## src/hw/rtl/kcl_pkg.sv

```systemverilog
// Shared types and constants of the keypad code lock.
package kcl_pkg;

  // Field widths
  localparam int OPCODE_W = 2;
  localparam int KEY_W    = 4;
  localparam int STATUS_W = 3;
  localparam int SLOT_W   = 3;
  localparam int BUZZ_W   = 2;
  localparam int ID_W     = 10;
  localparam int CODE_W   = 13;
  localparam int CFG_IDX_W = 3;

  // Number of user ID registers on the configuration port
  localparam int ID_REGS = 5;
  // Keys per ID or code entry
  localparam int CODE_DIGITS = 3;
  // Largest slot count the reset tables cover
  localparam int MAX_SLOTS = 8;

  // Request opcodes
  localparam logic [OPCODE_W-1:0] OP_KEY    = 2'd0;
  localparam logic [OPCODE_W-1:0] OP_ADMIN  = 2'd1;
  localparam logic [OPCODE_W-1:0] OP_CHANGE = 2'd2;

  // Key codes
  localparam logic [KEY_W-1:0] KEY_STAR = 4'd10;
  localparam logic [KEY_W-1:0] KEY_HASH = 4'd11;

  // Result status codes
  localparam logic [STATUS_W-1:0] ST_ACCEPTED   = 3'd0;
  localparam logic [STATUS_W-1:0] ST_IGNORED    = 3'd1;
  localparam logic [STATUS_W-1:0] ST_WRONG_ID   = 3'd2;
  localparam logic [STATUS_W-1:0] ST_WRONG_CODE = 3'd3;
  localparam logic [STATUS_W-1:0] ST_DOOR_OPEN  = 3'd4;
  localparam logic [STATUS_W-1:0] ST_STORED     = 3'd5;
  localparam logic [STATUS_W-1:0] ST_CONTACT    = 3'd6;

  // Reset contents per slot; slots past the fifth start at zero
  localparam logic [ID_W-1:0] ID_RESET [MAX_SLOTS] = '{
    10'd111, 10'd126, 10'd128, 10'd130, 10'd132, 10'd0, 10'd0, 10'd0
  };
  localparam logic [CODE_W-1:0] CODE_RESET [MAX_SLOTS] = '{
    13'd203, 13'd129, 13'd325, 13'd426, 13'd79, 13'd0, 13'd0, 13'd0
  };

  // One key request
  typedef struct packed {
    logic [OPCODE_W-1:0] opcode;
    logic [KEY_W-1:0]    key_code;
  } kcl_req_t;

  // One result
  typedef struct packed {
    logic [STATUS_W-1:0] status;
    logic [SLOT_W-1:0]   user_slot;
    logic [BUZZ_W-1:0]   buzz_count;
    logic                door_open;
  } kcl_res_t;

endpackage

```

## src/hw/rtl/kcl_if.sv

```systemverilog
// Valid/ready channel interfaces for key requests and lock results.
interface kcl_in_if;
  import kcl_pkg::*;
  logic                valid;
  logic                ready;
  logic [OPCODE_W-1:0] opcode;
  logic [KEY_W-1:0]    key_code;
  modport source (output valid, output opcode, output key_code, input ready);
  modport sink   (input valid, input opcode, input key_code, output ready);
endinterface

interface kcl_out_if;
  import kcl_pkg::*;
  logic                valid;
  logic                ready;
  logic [STATUS_W-1:0] status;
  logic [SLOT_W-1:0]   user_slot;
  logic [BUZZ_W-1:0]   buzz_count;
  logic                door_open;
  modport source (output valid, output status, output user_slot, output buzz_count,
                  output door_open, input ready);
  modport sink   (input valid, input status, input user_slot, input buzz_count,
                  input door_open, output ready);
endinterface

```

## src/hw/rtl/kcl_in_stage.sv

```systemverilog
// Input register stage of the keypad code lock.
module kcl_in_stage (
  input  logic              clk,
  input  logic              rst_n,
  input  logic              req_valid,
  output logic              req_ready,
  input  kcl_pkg::kcl_req_t req_data,
  output logic              stg_valid,
  input  logic              stg_take,
  output kcl_pkg::kcl_req_t stg_data
);
  import kcl_pkg::*;

  logic     valid_r;
  kcl_req_t data_r;

  // Refill whenever the held request leaves or the stage is empty
  assign req_ready = !valid_r || stg_take;

  always_ff @(posedge clk) begin
    if (!rst_n) begin
      valid_r <= 1'b0;
    end else if (req_ready) begin
      valid_r <= req_valid;
    end
  end

  always_ff @(posedge clk) begin
    if (req_ready && req_valid) begin
      data_r <= req_data;
    end
  end

  assign stg_valid = valid_r;
  assign stg_data  = data_r;
endmodule

```

## src/hw/rtl/kcl_core.sv

```systemverilog
// Lock state machine, ID/code storage and result register.
module kcl_core #(
  parameter int USER_SLOTS = 5
) (
  input  logic                          clk,
  input  logic                          rst_n,
  input  logic                          cfg_we,
  input  logic [kcl_pkg::CFG_IDX_W-1:0] cfg_index,
  input  logic [kcl_pkg::ID_W-1:0]      cfg_wdata,
  input  logic                          stg_valid,
  output logic                          stg_take,
  input  kcl_pkg::kcl_req_t             stg_data,
  output logic                          res_valid,
  input  logic                          res_ready,
  output kcl_pkg::kcl_res_t             res_data
);
  import kcl_pkg::*;

  localparam int IDX_W = (USER_SLOTS > 1) ? $clog2(USER_SLOTS) : 1;

  // Flow modes
  localparam logic [1:0] MODE_IDLE   = 2'd0;
  localparam logic [1:0] MODE_ACCESS = 2'd1;
  localparam logic [1:0] MODE_ADMIN  = 2'd2;
  localparam logic [1:0] MODE_CHANGE = 2'd3;

  localparam logic [CODE_W-1:0] W_HUND = 13'd100;
  localparam logic [CODE_W-1:0] W_TEN  = 13'd10;
  localparam logic [5:0] KW_STAR = 6'd42;
  localparam logic [5:0] KW_HASH = 6'd35;

  logic [1:0]        mode_r, mode_nxt;
  logic [1:0]        phase_r, phase_nxt;
  logic [1:0]        dcnt_r, dcnt_nxt;
  logic [CODE_W-1:0] eval_r, eval_nxt;
  logic [IDX_W-1:0]  mslot_r, mslot_nxt;
  logic [CODE_W-1:0] first_r, first_nxt;
  logic [ID_W-1:0]   id_r   [USER_SLOTS];
  logic [CODE_W-1:0] code_r [USER_SLOTS];

  logic              res_valid_r;
  kcl_res_t          res_r, res_nxt;

  logic              code_we;
  logic [5:0]        kw;
  logic [CODE_W-1:0] delta;
  logic [CODE_W-1:0] sum;
  logic              hit;
  logic [IDX_W-1:0]  hit_slot;
  logic [CODE_W-1:0] cur_code;

  // Stage advances when the result register is free or drained
  assign stg_take = !res_valid_r || res_ready;

  // Key weight and positional contribution
  always_comb begin
    priority if (stg_data.key_code == KEY_STAR) begin
      kw = KW_STAR;
    end else if (stg_data.key_code == KEY_HASH) begin
      kw = KW_HASH;
    end else begin
      kw = 6'(stg_data.key_code);
    end
    unique case (dcnt_r)
      2'd0:    delta = CODE_W'(kw) * W_HUND;
      2'd1:    delta = CODE_W'(kw) * W_TEN;
      default: delta = CODE_W'(kw);
    endcase
    sum = eval_r + delta;
  end

  // ID match, lowest slot wins
  always_comb begin
    hit      = 1'b0;
    hit_slot = '0;
    for (int i = USER_SLOTS - 1; i >= 0; i--) begin
      if (sum == CODE_W'(id_r[i])) begin
        hit      = 1'b1;
        hit_slot = IDX_W'(i);
      end
    end
  end

  assign cur_code = code_r[mslot_r];

  // Next state and result for the held request
  always_comb begin
    mode_nxt  = mode_r;
    phase_nxt = phase_r;
    dcnt_nxt  = dcnt_r;
    eval_nxt  = eval_r;
    mslot_nxt = mslot_r;
    first_nxt = first_r;
    code_we   = 1'b0;
    res_nxt   = '{status: ST_IGNORED, user_slot: '0, buzz_count: '0, door_open: 1'b0};

    if (stg_data.opcode != OP_KEY) begin
      if (mode_r == MODE_IDLE &&
          (stg_data.opcode == OP_ADMIN || stg_data.opcode == OP_CHANGE)) begin
        mode_nxt  = (stg_data.opcode == OP_ADMIN) ? MODE_ADMIN : MODE_CHANGE;
        phase_nxt = 2'd0;
        dcnt_nxt  = 2'd0;
        eval_nxt  = '0;
        res_nxt.status = ST_ACCEPTED;
      end
    end else if (stg_data.key_code <= KEY_HASH) begin
      if (mode_r == MODE_IDLE) begin
        if (stg_data.key_code == KEY_STAR) begin
          mode_nxt  = MODE_ACCESS;
          phase_nxt = 2'd0;
          dcnt_nxt  = 2'd0;
          eval_nxt  = '0;
          res_nxt.status = ST_ACCEPTED;
        end
      end else begin
        res_nxt.status = ST_ACCEPTED;
        if (32'(dcnt_r) + 32'd1 < 32'(CODE_DIGITS)) begin
          dcnt_nxt = dcnt_r + 2'd1;
          eval_nxt = sum;
        end else begin
          // Entry complete: sum is the entered value
          dcnt_nxt = 2'd0;
          eval_nxt = '0;
          unique case (mode_r)
            MODE_ACCESS: begin
              if (phase_r == 2'd0) begin
                if (hit) begin
                  mslot_nxt = hit_slot;
                  phase_nxt = 2'd1;
                end else begin
                  res_nxt.status     = ST_WRONG_ID;
                  res_nxt.buzz_count = 2'd2;
                  mode_nxt           = MODE_IDLE;
                  phase_nxt          = 2'd0;
                end
              end else begin
                if (sum == cur_code) begin
                  res_nxt.status    = ST_DOOR_OPEN;
                  res_nxt.user_slot = SLOT_W'(mslot_r);
                  res_nxt.door_open = 1'b1;
                end else begin
                  res_nxt.status     = ST_WRONG_CODE;
                  res_nxt.buzz_count = 2'd1;
                end
                mode_nxt  = MODE_IDLE;
                phase_nxt = 2'd0;
              end
            end
            MODE_ADMIN: begin
              unique case (phase_r)
                2'd0: begin
                  if (sum == code_r[0]) begin
                    phase_nxt = 2'd1;
                  end else begin
                    res_nxt.status     = ST_WRONG_CODE;
                    res_nxt.buzz_count = 2'd2;
                    mode_nxt           = MODE_IDLE;
                    phase_nxt          = 2'd0;
                  end
                end
                2'd1: begin
                  if (hit) begin
                    mslot_nxt = hit_slot;
                    phase_nxt = 2'd2;
                  end else begin
                    res_nxt.status     = ST_WRONG_ID;
                    res_nxt.buzz_count = 2'd2;
                    mode_nxt           = MODE_IDLE;
                    phase_nxt          = 2'd0;
                  end
                end
                2'd2: begin
                  if (sum == cur_code) begin
                    phase_nxt = 2'd3;
                  end else begin
                    res_nxt.status     = ST_CONTACT;
                    res_nxt.buzz_count = 2'd2;
                    mode_nxt           = MODE_IDLE;
                    phase_nxt          = 2'd0;
                  end
                end
                default: begin
                  code_we           = 1'b1;
                  res_nxt.status    = ST_STORED;
                  res_nxt.user_slot = SLOT_W'(mslot_r);
                  mode_nxt          = MODE_IDLE;
                  phase_nxt         = 2'd0;
                end
              endcase
            end
            default: begin
              // user change flow
              unique case (phase_r)
                2'd0: begin
                  if (hit) begin
                    mslot_nxt = hit_slot;
                    phase_nxt = 2'd1;
                  end else begin
                    res_nxt.status     = ST_WRONG_ID;
                    res_nxt.buzz_count = 2'd2;
                    mode_nxt           = MODE_IDLE;
                    phase_nxt          = 2'd0;
                  end
                end
                2'd1: begin
                  if (sum == cur_code) begin
                    phase_nxt = 2'd2;
                  end else begin
                    res_nxt.status     = ST_CONTACT;
                    res_nxt.buzz_count = 2'd2;
                    mode_nxt           = MODE_IDLE;
                    phase_nxt          = 2'd0;
                  end
                end
                2'd2: begin
                  first_nxt = sum;
                  phase_nxt = 2'd3;
                end
                default: begin
                  if (sum == first_r) begin
                    code_we           = 1'b1;
                    res_nxt.status    = ST_STORED;
                    res_nxt.user_slot = SLOT_W'(mslot_r);
                  end else begin
                    res_nxt.status     = ST_CONTACT;
                    res_nxt.buzz_count = 2'd2;
                  end
                  mode_nxt  = MODE_IDLE;
                  phase_nxt = 2'd0;
                end
              endcase
            end
          endcase
        end
      end
    end
  end

  // Flow state
  always_ff @(posedge clk) begin
    if (!rst_n) begin
      mode_r  <= MODE_IDLE;
      phase_r <= 2'd0;
      dcnt_r  <= 2'd0;
      eval_r  <= '0;
      mslot_r <= '0;
      first_r <= '0;
    end else if (stg_valid && stg_take) begin
      mode_r  <= mode_nxt;
      phase_r <= phase_nxt;
      dcnt_r  <= dcnt_nxt;
      eval_r  <= eval_nxt;
      mslot_r <= mslot_nxt;
      first_r <= first_nxt;
    end
  end

  // User ID registers; only the first five slots are writable
  always_ff @(posedge clk) begin
    if (!rst_n) begin
      for (int i = 0; i < USER_SLOTS; i++) begin
        id_r[i] <= ID_RESET[i % MAX_SLOTS];
      end
    end else begin
      for (int i = 0; i < USER_SLOTS; i++) begin
        if (i < ID_REGS && cfg_we && cfg_index == CFG_IDX_W'(i)) begin
          id_r[i] <= cfg_wdata;
        end
      end
    end
  end

  // Stored codes, written at the matched slot
  always_ff @(posedge clk) begin
    if (!rst_n) begin
      for (int i = 0; i < USER_SLOTS; i++) begin
        code_r[i] <= CODE_RESET[i % MAX_SLOTS];
      end
    end else begin
      for (int i = 0; i < USER_SLOTS; i++) begin
        if (stg_valid && stg_take && code_we && mslot_r == IDX_W'(i)) begin
          code_r[i] <= sum;
        end
      end
    end
  end

  // Result register
  always_ff @(posedge clk) begin
    if (!rst_n) begin
      res_valid_r <= 1'b0;
    end else if (stg_take) begin
      res_valid_r <= stg_valid;
    end
  end

  always_ff @(posedge clk) begin
    if (stg_take && stg_valid) begin
      res_r <= res_nxt;
    end
  end

  assign res_valid = res_valid_r;
  assign res_data  = res_r;
endmodule

```

## src/hw/rtl/keypad_code_lock.sv

```systemverilog
// Top level of the keypad code lock: input stage, lock core, result register.
//
//   channel  | dir | handshake         | payload
//   ---------+-----+-------------------+----------------------------------------
//   in_chan  | in  | valid/ready       | opcode[1:0], key_code[3:0]
//   out_chan | out | valid/ready       | status[2:0], user_slot[2:0],
//            |     |                   | buzz_count[1:0], door_open
//   cfg      | in  | cfg_we (no ready) | cfg_index[2:0], cfg_wdata[9:0]
//
// Every request yields one result. An accepted request is held in the input
// register, then passes through the lock logic into the result register, which
// drives out_chan.valid; the result register loads only while it is empty or
// draining. One request per cycle is sustained while out_chan.ready stays high.
// Reset (rst_n low, synchronous) returns the lock to idle and reloads the
// user IDs and stored codes; no clearing pass is needed.
// A stalled result holds the result register; the input register still takes
// one more request behind it before in_chan.ready drops.
module keypad_code_lock #(
  parameter int USER_SLOTS = 5
) (
  input  logic                          clk,
  input  logic                          rst_n,
  kcl_in_if.sink                        in_chan,
  kcl_out_if.source                     out_chan,
  input  logic                          cfg_we,
  input  logic [kcl_pkg::CFG_IDX_W-1:0] cfg_index,
  input  logic [kcl_pkg::ID_W-1:0]      cfg_wdata
);
  import kcl_pkg::*;

  kcl_req_t req;
  kcl_req_t stg_data;
  logic     stg_valid;
  logic     stg_take;
  kcl_res_t res;

  assign req.opcode   = in_chan.opcode;
  assign req.key_code = in_chan.key_code;

  kcl_in_stage u_in_stage (
    .clk       (clk),
    .rst_n     (rst_n),
    .req_valid (in_chan.valid),
    .req_ready (in_chan.ready),
    .req_data  (req),
    .stg_valid (stg_valid),
    .stg_take  (stg_take),
    .stg_data  (stg_data)
  );

  kcl_core #(
    .USER_SLOTS (USER_SLOTS)
  ) u_core (
    .clk       (clk),
    .rst_n     (rst_n),
    .cfg_we    (cfg_we),
    .cfg_index (cfg_index),
    .cfg_wdata (cfg_wdata),
    .stg_valid (stg_valid),
    .stg_take  (stg_take),
    .stg_data  (stg_data),
    .res_valid (out_chan.valid),
    .res_ready (out_chan.ready),
    .res_data  (res)
  );

  assign out_chan.status     = res.status;
  assign out_chan.user_slot  = res.user_slot;
  assign out_chan.buzz_count = res.buzz_count;
  assign out_chan.door_open  = res.door_open;
endmodule

```

## src/flat_wrapper.sv

```systemverilog
// flat-port wrapper written by rule: the top's interface ports become plain ports
module keypad_code_lock_flat import kcl_pkg::*;
#(
  parameter int USER_SLOTS = 5
)
  (clk, rst_n, cfg_we, cfg_index, cfg_wdata, in_chan_valid, in_chan_opcode, in_chan_key_code, in_chan_ready, out_chan_valid, out_chan_status, out_chan_user_slot, out_chan_buzz_count, out_chan_door_open, out_chan_ready);
  kcl_in_if in_chan_i ();
  kcl_out_if out_chan_i ();
  input  logic clk;
  input  logic rst_n;
  input  logic cfg_we;
  input  logic [kcl_pkg::CFG_IDX_W-1:0] cfg_index;
  input  logic [kcl_pkg::ID_W-1:0] cfg_wdata;
  input wire logic [$bits(in_chan_i.valid)-1:0] in_chan_valid;
  input wire logic [$bits(in_chan_i.opcode)-1:0] in_chan_opcode;
  input wire logic [$bits(in_chan_i.key_code)-1:0] in_chan_key_code;
  output wire logic [$bits(in_chan_i.ready)-1:0] in_chan_ready;
  output wire logic [$bits(out_chan_i.valid)-1:0] out_chan_valid;
  output wire logic [$bits(out_chan_i.status)-1:0] out_chan_status;
  output wire logic [$bits(out_chan_i.user_slot)-1:0] out_chan_user_slot;
  output wire logic [$bits(out_chan_i.buzz_count)-1:0] out_chan_buzz_count;
  output wire logic [$bits(out_chan_i.door_open)-1:0] out_chan_door_open;
  input wire logic [$bits(out_chan_i.ready)-1:0] out_chan_ready;
  assign in_chan_i.valid = in_chan_valid;
  assign in_chan_i.opcode = in_chan_opcode;
  assign in_chan_i.key_code = in_chan_key_code;
  assign in_chan_ready = in_chan_i.ready;
  assign out_chan_valid = out_chan_i.valid;
  assign out_chan_status = out_chan_i.status;
  assign out_chan_user_slot = out_chan_i.user_slot;
  assign out_chan_buzz_count = out_chan_i.buzz_count;
  assign out_chan_door_open = out_chan_i.door_open;
  assign out_chan_i.ready = out_chan_ready;
  keypad_code_lock #(.USER_SLOTS(USER_SLOTS)) u_core (.clk(clk), .rst_n(rst_n), .in_chan(in_chan_i), .out_chan(out_chan_i), .cfg_we(cfg_we), .cfg_index(cfg_index), .cfg_wdata(cfg_wdata));
endmodule
```

## config.mk

```make
export PLATFORM = sky130hd
export DESIGN_NAME = keypad_code_lock_flat
export DESIGN_NICKNAME = d
export VERILOG_FILES = /design/src/hw/rtl/kcl_pkg.sv /design/src/hw/rtl/kcl_if.sv /design/src/hw/rtl/kcl_in_stage.sv /design/src/hw/rtl/kcl_core.sv /design/src/hw/rtl/keypad_code_lock.sv /design/src/flat_wrapper.sv
export SDC_FILE = /design/constraint.sdc
export NUM_CORES = 1
export LEC_CHECK = 0
export BUFFER_PORTS_ARGS = -buffer_cell sky130_fd_sc_hd__buf_2
export CAP_MARGIN = 20
export CORE_MARGIN = 2
export CORE_UTILIZATION = 68
export DETAILED_ROUTE_END_ITERATION = 10
export PLACE_DENSITY = 0.82
export SLEW_MARGIN = 20
export SYNTH_ARGS = -nofsm -noshare
export SYNTH_HDL_FRONTEND = slang
export SYNTH_SLANG_ARGS = --single-unit
```

## constraint.sdc

```tcl
create_clock -name clk -period 15.1 [get_ports clk]
set_input_delay 1.51 -clock clk [delete_from_list [all_inputs] [get_ports clk]]
set_output_delay 1.51 -clock clk [all_outputs]
set_load 0.02 [all_outputs]
```

==> summary by stage, run 1 <==
Status
The run finished with clean final reports.

Floorplanning
35 I/O pins were placed. The floorplan step set the die height to 124 um. The effective utilization at floorplan is a little over two thirds. The initialized floorplan defines 43 standard-cell rows. The core region is 0.0140 sq mm. The full die area is 0.0154 sq mm. The floorplan step set the die width to 124 um.

Clocking
The quantity of gates resized following cts is 0. The post-CTS clock slew at the launch and capture registers of the worst setup and hold paths is roughly 0.07 ns. The clock passes through at most 2 buffers. The clock insertion delay at the later pin of the skew report is 0.43 ns. The number of clock sinks is 170. In this run the post-CTS setup repair buffer count came out at 0. The number of buffers created by CTS is 17. The depth of the CTS H-tree is 4. The CTS tree is done. The root cell of the clock tree is sky130_fd_sc_hd__clkbuf_16. The quantity of hold-fixing buffers added after cts is 0.

Timing
The number of max-slew violations in the final report is 0. Static timing analysis puts the maximum clock frequency at 135 MHz. The worst pin sits at a relative slew slack of between 30% and 40%. At the pin with the least slew margin, the transition time is 1.01 ns. Setup violations remaining at the end of the flow were counted as 0. The minimum period implied by the final worst setup slack is 7.43 ns. Setup repair after global routing left no endpoint under its margin.

The period utilization is between 40% and 50%. The final count of hold timing violations came to 0. The setup clock skew after layout is approximately 0.0077 ns. The final setup TNS is 0 ns.

Min path
The classification of the worst-slack hold path is reg2reg. The number of cells on the worst hold path is 2.

Synthesis
The netlist uses 77 different library cells. The mapped netlist covers 0.00979 sq mm. The share of synthesized area in the top cell type comes to between 30% and 40%.

In the synthesized netlist, the number of instances is just under 900. The mean area per synthesized cell is ~11 sq um. The synthesized design spends more area on one cell type than any other, namely sky130_fd_sc_hd__edfxtp_1. The most used flip-flop cell after synthesis is sky130_fd_sc_hd__edfxtp_1. The fraction of registers with async set or reset after synthesis is 0%.

By area the synthesized netlist is led by sky130_fd_sc_hd__edfxtp_1 40%, sky130_fd_sc_hd__dfxtp_1 8.2%, sky130_fd_sc_hd__ha_1 5.6%. The proportion of synthesized chip area in sequential cells is approximately half. The number of flops mapped to enable cells by yosys is 130. When the netlist entered floorplanning its net count stood at between 900 and 1000. The count of yosys warnings during synthesis is 0. The number of flip-flops and latches in the synthesized netlist is 170.

Global routing
The initial antenna violation count is 0. The met1 track demand over resource is between 40 and 50%. The first global-routing pass estimated 37.3 mm of wire. The met2 global-route usage is a little under three fifths. Global routing used under 10% of the available met3 tracks. Global routing used 32.9% of the available tracks. The number of global-route vias before repair was 7075. The most congested layer reported by global routing is met2. The largest net degree at the start of global routing is 38.

Summed over all layers, the global routing overflow is 0.

Route
For this block, the routed nets add up to around 24 mm of wire. For this block, the initial DRC count from the detailed router was 680. In the final routed layout, each cell accounts on average for roughly 22 um. The first-pass detailed-route iteration total is 6. The number of remaining DRC errors is 0.

Across all layers, the routed design uses between 7000 and 8000 vias. Once detail routing completed, the nets flagged for antenna violations numbered 0. The ratio of routed vias to standard cells is 6.67.

Finish
The most common library cell in the layout ignoring fill and taps is sky130_fd_sc_hd__edfxtp_1. The final layout contains 961 nets. The proportion of layout cells with a drive suffix above 1 is between 10% and 20%. In the layout the commonest cells are 130 x sky130_fd_sc_hd__edfxtp_1, 70 x sky130_fd_sc_hd__nor2_1, 47 x sky130_fd_sc_hd__a21oi_1. The area growth from synthesis to layout is 9.75%.

The number of diodes is 0. The final non-filler cell total is ~1100.

Critical path
The end of the worst register-to-register path is u_core.u_core.code_r[1][6]. STA classifies the critical path endpoint as a register. Across all register-to-register paths, the minimum setup slack is 7.67 ns. The critical path in this run is classified as reg2reg. For the worst flop-to-flop path, the logic depth is 23. The data required time at the worst endpoint is about 15 ns. STA classifies the critical path startpoint as a register. The worst-path maximum fanout is 10. STA puts the critical path data arrival time at approximately 7.6 ns.

The most critical setup path has its endpoint at u_core.u_core.code_r[1][6]. In this run the worst setup path begins at u_core.u_in_stage.stg_data[0]. The startpoint of the most critical register-to-register path is u_core.u_in_stage.stg_data[0].

Pwr
The worst-case IR drop observed on VDD is about 110 uV. The leakage component of the power is about 0.004 uW. The power density over cell area is between 100 and 150 mW/mm^2.

Placement
Counting tap cells, the placed design contains a total of approximately 1100 instances. The number of buffers added on ports is 34. The weighted congestion reported at the end of routability-driven placement is roughly 0.94. The half-perimeter wire length after detailed placement is roughly 17 mm.

Job
Max-cap violations in this run came to 0.
critical path, cell delays in order, from the launching register on:
cell                       delay [ns]
sky130_fd_sc_hd__edfxtp_1        0.39
sky130_fd_sc_hd__inv_1           0.07
sky130_fd_sc_hd__ha_1            0.25
sky130_fd_sc_hd__o21ai_0         0.34
sky130_fd_sc_hd__nand2b_1        0.22
sky130_fd_sc_hd__ha_1            0.25
sky130_fd_sc_hd__ha_1            0.27
sky130_fd_sc_hd__ha_1            0.29
sky130_fd_sc_hd__ha_1            0.35
sky130_fd_sc_hd__xor2_1          0.17
sky130_fd_sc_hd__nor2_1          0.06
sky130_fd_sc_hd__a211oi_1        0.35
sky130_fd_sc_hd__ha_1            0.39
sky130_fd_sc_hd__a21o_1          0.23
sky130_fd_sc_hd__a31oi_1         0.19
sky130_fd_sc_hd__o21ai_2         0.12
sky130_fd_sc_hd__xnor2_2         0.68
sky130_fd_sc_hd__xnor2_1         0.19
sky130_fd_sc_hd__nand3_1         0.11
sky130_fd_sc_hd__o41a_1          0.51
sky130_fd_sc_hd__or3_4           0.46
sky130_fd_sc_hd__or2_1           0.34
sky130_fd_sc_hd__o31ai_2         0.57
sky130_fd_sc_hd__buf_4           0.31
per-stage QoR:
stage          worst slack, ns  hold WS (ns)  total power, uW  area (sq um)  utilization (%)
3_3_place_gp              7.94         0.445              709         10100             72.0
6_report                  7.67         0.464             1190         10700             76.8
4_1_cts                   7.53         0.462             1190         10700             76.6
2_1_floorplan             8.13         0.436              672          9790                -
3_5_place_dp              7.67         0.453              718         10100             72.1
5_1_grt                   7.27         0.481             1230         10700             76.8
where the power goes:
| part | switching, uW | internal [uW] | leakage (uW) |
|---|---|---|---|
| Clock | 196 | 282 | 0.000315 |
| Sequential | 9.73 | 521 | 0.00155 |
| Combinational | 114 | 72.0 | 0.00213 |
| Total | 320 | 875 | 0.00399 |
logic make-up after synthesis:
| group | after synthesis | synth area share [%] |
|---|---|---|
| AO/OA/AOI/OAI | 166 | 11.8 |
| XOR/XNOR | 95 | 10.3 |
| AND/OR/NAND/NOR | 280 | 15.0 |
| multiplexers | 38 | 5.56 |
| adder cells (fa/ha/maj) | 46 | 6.03 |
| buffers and inverters | 78 | 3.26 |
| flip-flops | 170 | 48.0 |
state kept, by name (all words and copies together) (netlist names), 3 cells and up, named ones only:
signal	count
u_core.u_core.code_r	65
u_core.u_core.id_r	50
u_core.u_core.eval_r	13
u_core.u_core.first_r	13
u_core.u_core.res_data	9
u_core.u_in_stage.stg_data	6
u_core.u_core.mslot_r	3
layer usage:
layer | vias to the layer above | part of all wire (%)
li1 | 3259 | -
met1 | 3477 | 38
met2 | 408 | 50
met3 | 87 | 8.4
met4 | 0 | 4.4
met5 | - | 0
area by class of cell:
cell class	count	area, sq um
Multi-Input combinational cell	625	4820
Sequential cell	170	4700
Fill cell	846	3240
Clock buffer	18	429
Timing Repair Buffer	43	238
Tap cell	180	225
Clock inverter	14	208
Inverter	34	128
synth_stat cells, types with 13 or more instances:
cell / count
sky130_fd_sc_hd__nand2_1: 44
sky130_fd_sc_hd__nor2_1: 70
sky130_fd_sc_hd__o21ai_0: 27
sky130_fd_sc_hd__inv_1: 33
sky130_fd_sc_hd__clkbuf_1: 23
sky130_fd_sc_hd__a211oi_1: 14
sky130_fd_sc_hd__ha_1: 44
sky130_fd_sc_hd__edfxtp_1: 130
sky130_fd_sc_hd__dfxtp_1: 40
sky130_fd_sc_hd__xor2_1: 39
sky130_fd_sc_hd__nand3_1: 22
sky130_fd_sc_hd__xnor2_1: 42
sky130_fd_sc_hd__a21oi_1: 47
sky130_fd_sc_hd__mux4_2: 13
sky130_fd_sc_hd__nand2b_1: 19
sky130_fd_sc_hd__and2_1: 23
sky130_fd_sc_hd__nand4_1: 13
sky130_fd_sc_hd__nor3_1: 26
sky130_fd_sc_hd__mux2i_1: 24
worst min path at each step:
stage,from,to,slack [ns]
3_5_place_dp,u_core.u_core.eval_r[8],u_core.u_core.eval_r[8],0.45
6_report,u_core.u_core.eval_r[0],u_core.u_core.eval_r[0],0.46
2_1_floorplan,u_core.u_core.eval_r[5],u_core.u_core.eval_r[5],0.44
5_1_grt,u_core.u_core.eval_r[0],u_core.u_core.eval_r[0],0.48
4_1_cts,u_core.u_core.eval_r[8],u_core.u_core.eval_r[8],0.46
3_3_place_gp,u_core.u_core.eval_r[5],u_core.u_core.eval_r[5],0.44
(Power assumes the default switching activity.)
==> run 2: changes to the inputs <==
--- a/config.mk
+++ b/config.mk
@@ -5,12 +5,13 @@
 export SDC_FILE = /design/constraint.sdc
 export NUM_CORES = 1
 export LEC_CHECK = 0
+export ABC_AREA = 1
 export BUFFER_PORTS_ARGS = -buffer_cell sky130_fd_sc_hd__buf_2
 export CAP_MARGIN = 20
 export CORE_MARGIN = 2
-export CORE_UTILIZATION = 68
+export CORE_UTILIZATION = 63
 export DETAILED_ROUTE_END_ITERATION = 10
-export PLACE_DENSITY = 0.82
+export PLACE_DENSITY = 0.77
 export SLEW_MARGIN = 20
 export SYNTH_ARGS = -nofsm -noshare
 export SYNTH_HDL_FRONTEND = slang
==> constraint.sdc (replaced) <==
create_clock -name clk -period 7.1 [get_ports clk]
set_input_delay 0.71 -clock clk [delete_from_list [all_inputs] [get_ports clk]]
set_output_delay 0.71 -clock clk [all_outputs]
set_load 0.02 [all_outputs]
==> summary by stage, run 2 <==
Clocking
The buffer count from post-CTS setup fixing is 0. After clock tree synthesis, the clock-pin slew on the worst setup and hold paths is about 0.070 ns. The root cell of the clock tree is sky130_fd_sc_hd__clkbuf_16.

After clock tree synthesis, the repair step resized 0 gates. For this design, the sink count on the clock tree is 170. The quantity of hold-fixing buffers added after cts is 0. The number of buffers created by CTS is 17. The clock passes through at most 2 buffers. TritonCTS built the clock tree. In this run the number of H-tree levels came out at 4. The clock insertion delay at the later pin of the skew report is 0.44 ns.

Timing
The final setup TNS is 0 ns. The final count of hold timing violations was 0. The worst-case setup margin in the final layout is a little over 0.8 ns. The minimum period implied by the final worst setup slack is 6.29 ns.

Setup repair after global routing left no endpoint under its margin. The worst max-slew margin expressed relative to the limit is 31.3%. The number of max-slew violations in the final report is 0. The actual slew at the worst max-slew pin is 1.03 ns.

The number of endpoints failing setup at the final stage is 0. The setup clock skew after layout is roughly 0.013 ns. The worst hold margin is about 0.44 ns. After layout, the worst path uses 88.6% of the clock period. The upper clock frequency limit is around 160 MHz.

Route
The mean routed wirelength per cell is around 16 um. Using the TritonRoute via totals, the vias-per-cell ratio works out to between 5 and 6. The first-pass detailed-route iteration total is 5. Summed over all layers, the routed wires come to about 24 mm. The first routing iteration left 623 violations. Across all layers, the routed design uses about 8300 vias. The number of remaining DRC errors is 0. The number of nets still failing antenna checks after routing is 0.

Pwr
The peak supply drop is roughly 220 uV. The fraction of power spent switching nets is between 30% and 40%. The proportion of power drawn by combinational gates is 16.6%. The portion of total power attributed to sequential cells is a little under half. For this design the ratio of total power to cell area is approximately 220 mW/mm^2. The switching power summed over all nets is roughly 730 uW. Cell internal power was estimated by the tool at 1700 uW. The proportion of power drawn by the clock network is a little under two fifths. The leakage component of the power is 0.00501 uW.

Synthesis
The mapped netlist covers just over 0.01 sq mm. In this run, synthesis produced a sequential element count of 170. After technology mapping, the gate count stands at approximately 1200.

By count the netlist is led by 358 x sky130_fd_sc_hd__nand2_1, 160 x sky130_fd_sc_hd__inv_1, 130 x sky130_fd_sc_hd__edfxtp_1. In the post-synthesis netlist, the biggest area contributors are sky130_fd_sc_hd__edfxtp_1 39%, sky130_fd_sc_hd__nand2_1 13%, sky130_fd_sc_hd__dfxtp_1 7.9%. The mean area per synthesized cell is roughly 8.2 sq um. The count of yosys warnings during synthesis is 0. Yosys instantiated no cell more often than sky130_fd_sc_hd__nand2_1.

Counting flops with a built-in enable in the synthesized netlist gives 130. The synthesized netlist net count is between 1000 and 1500. The distinct cell type count of the synthesized netlist is 49. Sequential cells were found to cover between 40% and 50% of the synthesized design area. The share of synthesized area in the top cell type comes to around two fifths.

In the synthesized netlist the async set-or-reset flop fraction comes to 0%. The most area-hungry cell type in the Yosys netlist is sky130_fd_sc_hd__edfxtp_1. The most used flip-flop cell after synthesis is sky130_fd_sc_hd__edfxtp_1.

Finish
The number of flip-flops in the largest register is 65. More flip-flops sit in one register than any other, and that register is u_core.u_core.code_r. Compared with the post-synthesis result, the final layout area differs by 9.98%. Across the whole layout, storage elements account for 0.00470 sq mm. Counting the fill cells in the layout gives 1304. At the end of the flow, the number of nets in the layout was ~1300. The top cell types in the final layout, fill and taps aside, are 358 x sky130_fd_sc_hd__nand2_1, 160 x sky130_fd_sc_hd__inv_1, 130 x sky130_fd_sc_hd__edfxtp_1. The number of antenna diodes in the final layout is 0.

The proportion of layout cells with a drive suffix above 1 is 11.8%. In the final layout, the multi-input gates occupy roughly 0.0047 sq mm. The largest registers in the layout are u_core.u_core.code_r (65), u_core.u_core.id_r (50). Measured on the finished design, the core utilization comes to a little over two thirds. Leaving out fill and tap cells, the most frequent cell in the layout is sky130_fd_sc_hd__nand2_1. The area of all placed cells without fillers is 0.0111 sq mm.

Min path
The path class of the tightest hold or removal check is in2reg.

Floorplanning
The core region area is between 0.015 and 0.02 sq mm. The placement row count is 46. The effective utilization at floorplan is around 64%. Pin placement for this block handled 35 I/O pins.

The floorplan step defined a die boundary enclosing about 0.017 sq mm. The die width is approximately 130 um. The vertical die dimension is between 100 and 150 um.

Critical path
The path depth of the worst reg2reg path is 30. In this run the critical register-to-register path is launched from u_core.u_in_stage.stg_data[2]. The end of the worst register-to-register path is u_core.u_core.code_r[4][4].

In this run the worst setup path terminates at u_core.u_core.code_r[4][4]. The largest single stage delay on the critical path is 0.59 ns. The most critical setup path has its startpoint at u_core.u_in_stage.stg_data[2].

The standard cell with the maximum stage delay on the critical path is sky130_fd_sc_hd__o21ai_0. Counting stages on the worst path, the most repeated cell is sky130_fd_sc_hd__ha_1. STA puts the critical path data required time at between 7 and 8 ns. The worst-path maximum fanout is 13. The worst setup path is of the reg2reg kind.

The sort of element at the start of the critical path is a register. The endpoint arrival time on the critical path is ~6.4 ns. The setup check on the worst reg-to-reg path leaves a slack of 0.81 ns. The worst setup path is captured at a register.

Global routing
The total congestion overflow is 0. The largest net degree at the start of global routing is 30. The total routing usage reported by global routing is 29.8%. The number of global-route vias before repair is ~8000. The first global-routing pass estimated between 30 and 40 mm of wire. The initial antenna violation count came to 0.

Job
The max-capacitance violation count is 0.

Status
The run finished with clean final reports.

Placement
The instance area after placement is around 0.011 sq mm. Before CTS, the worst setup slack after placement is a little over 0.9 ns. Once detailed placement completed, the half-perimeter wirelength came to ~18 mm. During placement, the flow inserted port buffers numbering 34. Routability-driven placement finished with a final weighted congestion of between 0.9 and 1.
run 2: cell count changes after synthesis, sizes merged, moves of 24 or more:
cell | previous run | this run
nand2 | 44 | 385
inv | 34 | 167
nand3 | 22 | 109
xnor2 | 46 | 8
nor2 | 71 | 103
mux2i | 24 | 0
run 2: metrics by stage:
step           power (uW)  std cells
5_1_grt              2530       1506
2_1_floorplan        1440       1239
6_report             2430       1506
3_5_place_dp         1540       1474
3_3_place_gp         1540       1474
4_1_cts              2440       1506
run 2: power by group through the flow:
stage / clock network, uW / registers (uW) / logic (uW)
2_1_floorplan: 0 / 1140 / 291
3_3_place_gp: 0 / 1140 / 392
3_5_place_dp: 0 / 1150 / 397
4_1_cts: 913 / 1120 / 399
5_1_grt: 951 / 1130 / 447
6_report: 907 / 1120 / 403
run 2: kinds of logic after synthesis:
kind of cell    count (synthesis)  synth area share, %
fa+ha+maj                      46                 5.84
compound gates                131                 7.38
xor+xnor                       39                 3.38
flops                         170                 46.5
buf+inv                       196                 7.65
simple gates                  657                 29.3
run 2: final cells by class:
cell class                      instances  area share, %
Multi-Input combinational cell        873           42.1
Sequential cell                       170           42.3
Clock inverter                         14           1.35
Inverter                              170           5.76
Clock buffer                           18           3.86
Timing Repair Buffer                   45           2.27
Tap cell                              216           2.43
run 2: metal layers:
layer	GRT usage, %	share of wire, %	vias up	wire length [um]
met3	5.74	5.7	42	1380
li1	-	-	4150	-
met2	51.4	49	284	11800
met1	38.0	43	3859	10500
met5	0	0	-	0
met4	9.70	2.2	0	535
run 2: worst min path at each step:
stage | start | end | slack (ns) | depth (start not counted)
floorplan | u_core.u_core.eval_r[0] | u_core.u_core.eval_r[0] | 0.45 | 2
global placement | u_core.u_core.eval_r[0] | u_core.u_core.eval_r[0] | 0.46 | 2
detailed placement | u_core.u_core.eval_r[5] | u_core.u_core.eval_r[5] | 0.46 | 2
CTS | in_chan_key_code[1] | u_core.u_in_stage.stg_data[1] | 0.43 | 1
global route | in_chan_key_code[2] | u_core.u_in_stage.stg_data[2] | 0.43 | 1
finish | in_chan_key_code[1] | u_core.u_in_stage.stg_data[1] | 0.44 | 1
run 2: critical path, delay by kind of cell, from the launching register on:
kind / cells / cell delay, ns
adder cells (fa/ha/maj): 5 / 1.56
XOR/XNOR: 1 / 0.17
AND/OR/NAND/NOR: 12 / 1.77
AO/OA/AOI/OAI: 7 / 1.44
buffers and inverters: 5 / 0.46
flip-flops: 1 / 0.54
